`config.mk`:
```
export PLATFORM = sky130hd
export DESIGN_NAME = ioli_ram
export DESIGN_NICKNAME = d
export VERILOG_FILES = /design/src/rtl/core/ioli_ram.sv
export SDC_FILE = /design/constraint.sdc
export NUM_CORES = 1
export LEC_CHECK = 0
export ABC_AREA = 1
export BUFFER_PORTS_ARGS = -buffer_cell sky130_fd_sc_hd__clkbuf_2
export CORE_ASPECT_RATIO = 0.6
export CORE_MARGIN = 1
export CORE_UTILIZATION = 60
export CTS_BUF_LIST = sky130_fd_sc_hd__clkbuf_8
export DETAILED_ROUTE_END_ITERATION = 6
export HOLD_SLACK_MARGIN = 0.1
export PLACE_DENSITY = 0.82
export SYNTH_ARGS = -nofsm -noshare
export SYNTH_HDL_FRONTEND = slang
export SYNTH_SLANG_ARGS = --single-unit
export TNS_END_PERCENT = 100
```
`constraint.sdc`:
```
create_clock -name i_clk -period 3.2 [get_ports i_clk]
set_input_delay 0.8 -clock i_clk [delete_from_list [all_inputs] [get_ports i_clk]]
set_output_delay 0.8 -clock i_clk [all_outputs]
set_load 0.01 [all_outputs]
```
`src/rtl/core/ioli_ram.sv`:
```
module ioli_ram #(
    parameter  int WIDTH = 8,
    parameter  int DEPTH = 16,
    localparam int AW    = $clog2(DEPTH)
) (
    input  logic             i_clk,
    input  logic             i_we,
    input  logic [AW-1:0]    i_waddr,
    input  logic [WIDTH-1:0] i_wdata,
    input  logic [AW-1:0]    i_raddr,
    output logic [WIDTH-1:0] o_rdata
);

    logic [WIDTH-1:0] r_mem [DEPTH];
    logic [WIDTH-1:0] r_rdata;

    // Read returns the old contents when the same entry is written in that cycle.
    always_ff @(posedge i_clk) begin
        if (i_we) begin
            r_mem[i_waddr] <= i_wdata;
        end
        r_rdata <= r_mem[i_raddr];
    end

    assign o_rdata = r_rdata;

endmodule
```
==> impl_metrics.csv <==
group,metric,value,unit
drt,avgRoutedWirePerCell,17.3,um
grt,grt_max_degree,65,
placed_design,port_buffers,25,
synth,synth_cell_types,12,
synth,ys_seq_elements,136,
grt,grt-busiest-layer,"met2",
status,outcome,"complete, no violations",
grt,use_met3,9.72,%
worst_setup_path,critical_path.most_common_cell,"nand3_1",
clocking,clk_latency,0.45,ns
clocking,clock_tree.root_cell,"clkbuf_8",
worst_setup_path,critPathTopFamily,"buffers and inverters",
grt,grt_use_met2,40.0,%
power_and_ir_drop,total_power,3620,uW
grt,grt_overflow,0,
synth,synth-warning-count,0,
clocking,postCtsSetupBuffers,0,
cells_and_area,ff_latch_area,4000,um2
timing,fin_setup_tns,0,ns
drt,via_count,3842,
power_and_ir_drop,p_comb_share,6.5,%
worst_setup_path,worstPathMaxFanout,64,
timing,hold_viol_final,0,
synth,avgSynthCellArea,10.5,um2
timing,rsz0062_at_grt,"false",
cells_and_area,final_common_cell,"nand2_1",
placed_design,placedInstanceArea,5920,um2
synth,synth_area_leader_cell,"edfxtp_1",
timing,finalSetupViolCount,0,
drt,ant_nets,0,
worst_setup_path,path_buf_inv,2,
worst_setup_path,crit_arrival,2.13,ns
floorplan,coreArea,9260,um2
clocking,path_clk_slew,0.08,ns
worst_setup_path,critPathSlowestCell,"buf_4",
power_and_ir_drop,switchingPower,846,uW
floorplan,die_x,129,um
drt,drt_pass1_iterations,6,
timing,worst_slew_pin_slew,0.840,ns
power_and_ir_drop,power.share.switching,23.3,%
cells_and_area,final_area,6310,um2
synth,syn_nets,569,
synth,synth-seq-area-share,69.4,%
worst_setup_path,path_depth,7,
worst_setup_path,rr_worst_depth,6,
hold_path,min_path_type,"reg2reg",
grt,antenna_found_initial,0,
clocking,cts_resized,0,
drt,postRouteWirelength,12400,um
power_and_ir_drop,pwr-share-seq,55.2,%
cells_and_area,nets,592,
power_and_ir_drop,power.density,574,nW/um2
timing,slew_violations,0,
grt,grt_usage,27.3,%
drt,drt_first_iter_violations,715,
clocking,clockBufferDepth,2,
timing,finalClockSkew,0.0142,ns
power_and_ir_drop,power.share.clock,38.2,%
clocking,numCtsBuffers,17,
timing,fin_ws,1.38,ns
power_and_ir_drop,internal_power,2780,uW
floorplan,die-area,10000,um2
worst_setup_path,worstSetupPathType,"in2reg",
hold_path,hold_depth,6,
timing,finalCriticalPeriod,1.82,ns
cells_and_area,layout_common_cells,"nand2_1 (173), edfxtp_1 (128), inv_1 (101)",
cells_and_area,n_fill_cell,687,
synth,synthCells,551,
cells_and_area,area_growth,9.50,%
cells_and_area,n_antenna_cell,0,
timing,hold_ws,0.682,ns
floorplan,placementRows,27,
job,maxCapViolCount,0,
synth,synthTopCellsByArea,"edfxtp_1 (67%), nand2_1 (11%), nand3_1 (8.4%)",
grt,grt_pass1_vias,3577,
clocking,clkSinkCount,136,
worst_setup_path,slowest_delay,0.55,ns
grt,grt_pass1_wl,19200,um
floorplan,io_pins,26,
worst_setup_path,critPathCaptureType,"flip-flop",
power_and_ir_drop,p_leak,0.00273,uW
timing,slew_headroom,43.8,%
timing,post-route-period-util,56.9,%
clocking,cts_hold_repair.buffers,0,
drt,via_per_inst,5.36,
cells_and_area,layout-drive-gt1-share,10.2,%
placed_design,dp_slack,0.995,ns
clocking,cts_tree,"done",
placed_design,gp_congestion,0.893,
synth,syn-cell-area,5770,um2
timing,max_freq,549,MHz
cells_and_area,multiInputGateArea,1210,um2
clocking,cts_max_level,4,
placed_design,dp_hpwl,7620,um
power_and_ir_drop,ir_worst_vdd,0.384,mV
synth,yosysTopAreaCellShare,66.7,%
drt,drc,0,
floorplan,fp.dieH,77.9,um
worst_setup_path,setup.worst_path.start_class,"primary input",
grt,grt.met1_usage,38.5,%
worst_setup_path,required,3.51,ns
worst_setup_path,path_cells,"clkbuf_2 -> buf_4 -> nand2_1 -> nand3_1 -> nand3_1 -> nand3_1 -> nand2_1",
floorplan,start_util,62.3,%
[synth_stat cells]
| cell type | instances |
|---|---|
| nor2_1 | 17 |
| nand2_1 | 173 |
| inv_2 | 2 |
| buf_2 | 13 |
| buf_4 | 4 |
| buf_6 | 6 |
| buf_1 | 1 |
| dfxtp_1 | 8 |
| nand3_1 | 97 |
| edfxtp_1 | 128 |
| inv_1 | 100 |
| nand3b_1 | 2 |
[sequential cells by signal, summed over array words and instances (netlist names)]
signal / cells
r_mem: 128
o_rdata: 8
[cells by family (layout without fill, tap and decap cells)]
logic type             Yosys count  in the layout  synth area share, %
buffers and inverters          126            162                 9.52
DFF                            136            136                 69.4
and+or+nand+nor                289            289                 21.0
[per-stage QoR]
step	util, %	std cells
floorplan	-	551
global placement	64.0	685
detailed placement	64.0	685
CTS	68.2	717
global route	68.2	717
finish	68.2	717
[tightest hold or removal path: stages (launching register included)]
cell      delay [ns]
edfxtp_1        0.32
nand2_1         0.05
nand2_1         0.06
nand2_1         0.04
nand3_1         0.06
nand3_1         0.06
nand2_1         0.06
[routing by layer]
| layer | up-vias | part of all wire, % | routed length [um] |
|---|---|---|---|
| met1 | 1832 | 44 | 5480 |
| met3 | 22 | 9.4 | 1170 |
| met5 | - | 0 | 0 |
| met4 | 0 | 1.2 | 148 |
| met2 | 169 | 45 | 5610 |
| li1 | 1819 | - | - |
[final cells by class]
type | count | share of cell area, %
flip-flops and latches | 136 | 63.4
multi-input cells | 289 | 19.2
inverters | 102 | 6.06
clock buffers | 19 | 4.14
well taps | 130 | 2.58
repair buffers | 28 | 2.54
clock inverters | 13 | 2.06
[path summary, 6_finish.rpt]
path                    startpoint                  to  slack [ns]
min reg2reg  r_mem[7][2]$_DFFE_PP_  o_rdata[2]$_DFF_P_        0.68
min          r_mem[7][2]$_DFFE_PP_  o_rdata[2]$_DFF_P_        0.68
max                     i_raddr[0]  o_rdata[7]$_DFF_P_        1.38
max reg2reg  r_mem[3][7]$_DFFE_PP_  o_rdata[7]$_DFF_P_        2.08
[power by group through the flow]
| stage | combinational [uW] | sequential [uW] | clock [uW] |
|---|---|---|---|
| 6_report | 237 | 2000 | 1380 |
| 5_1_grt | 261 | 2000 | 1470 |
| 4_1_cts | 234 | 2000 | 1400 |
| 3_5_place_dp | 232 | 2040 | 0 |
| 3_3_place_gp | 227 | 2040 | 0 |
| 2_1_floorplan | 140 | 2040 | 0 |
(Power assumes the default switching activity.)
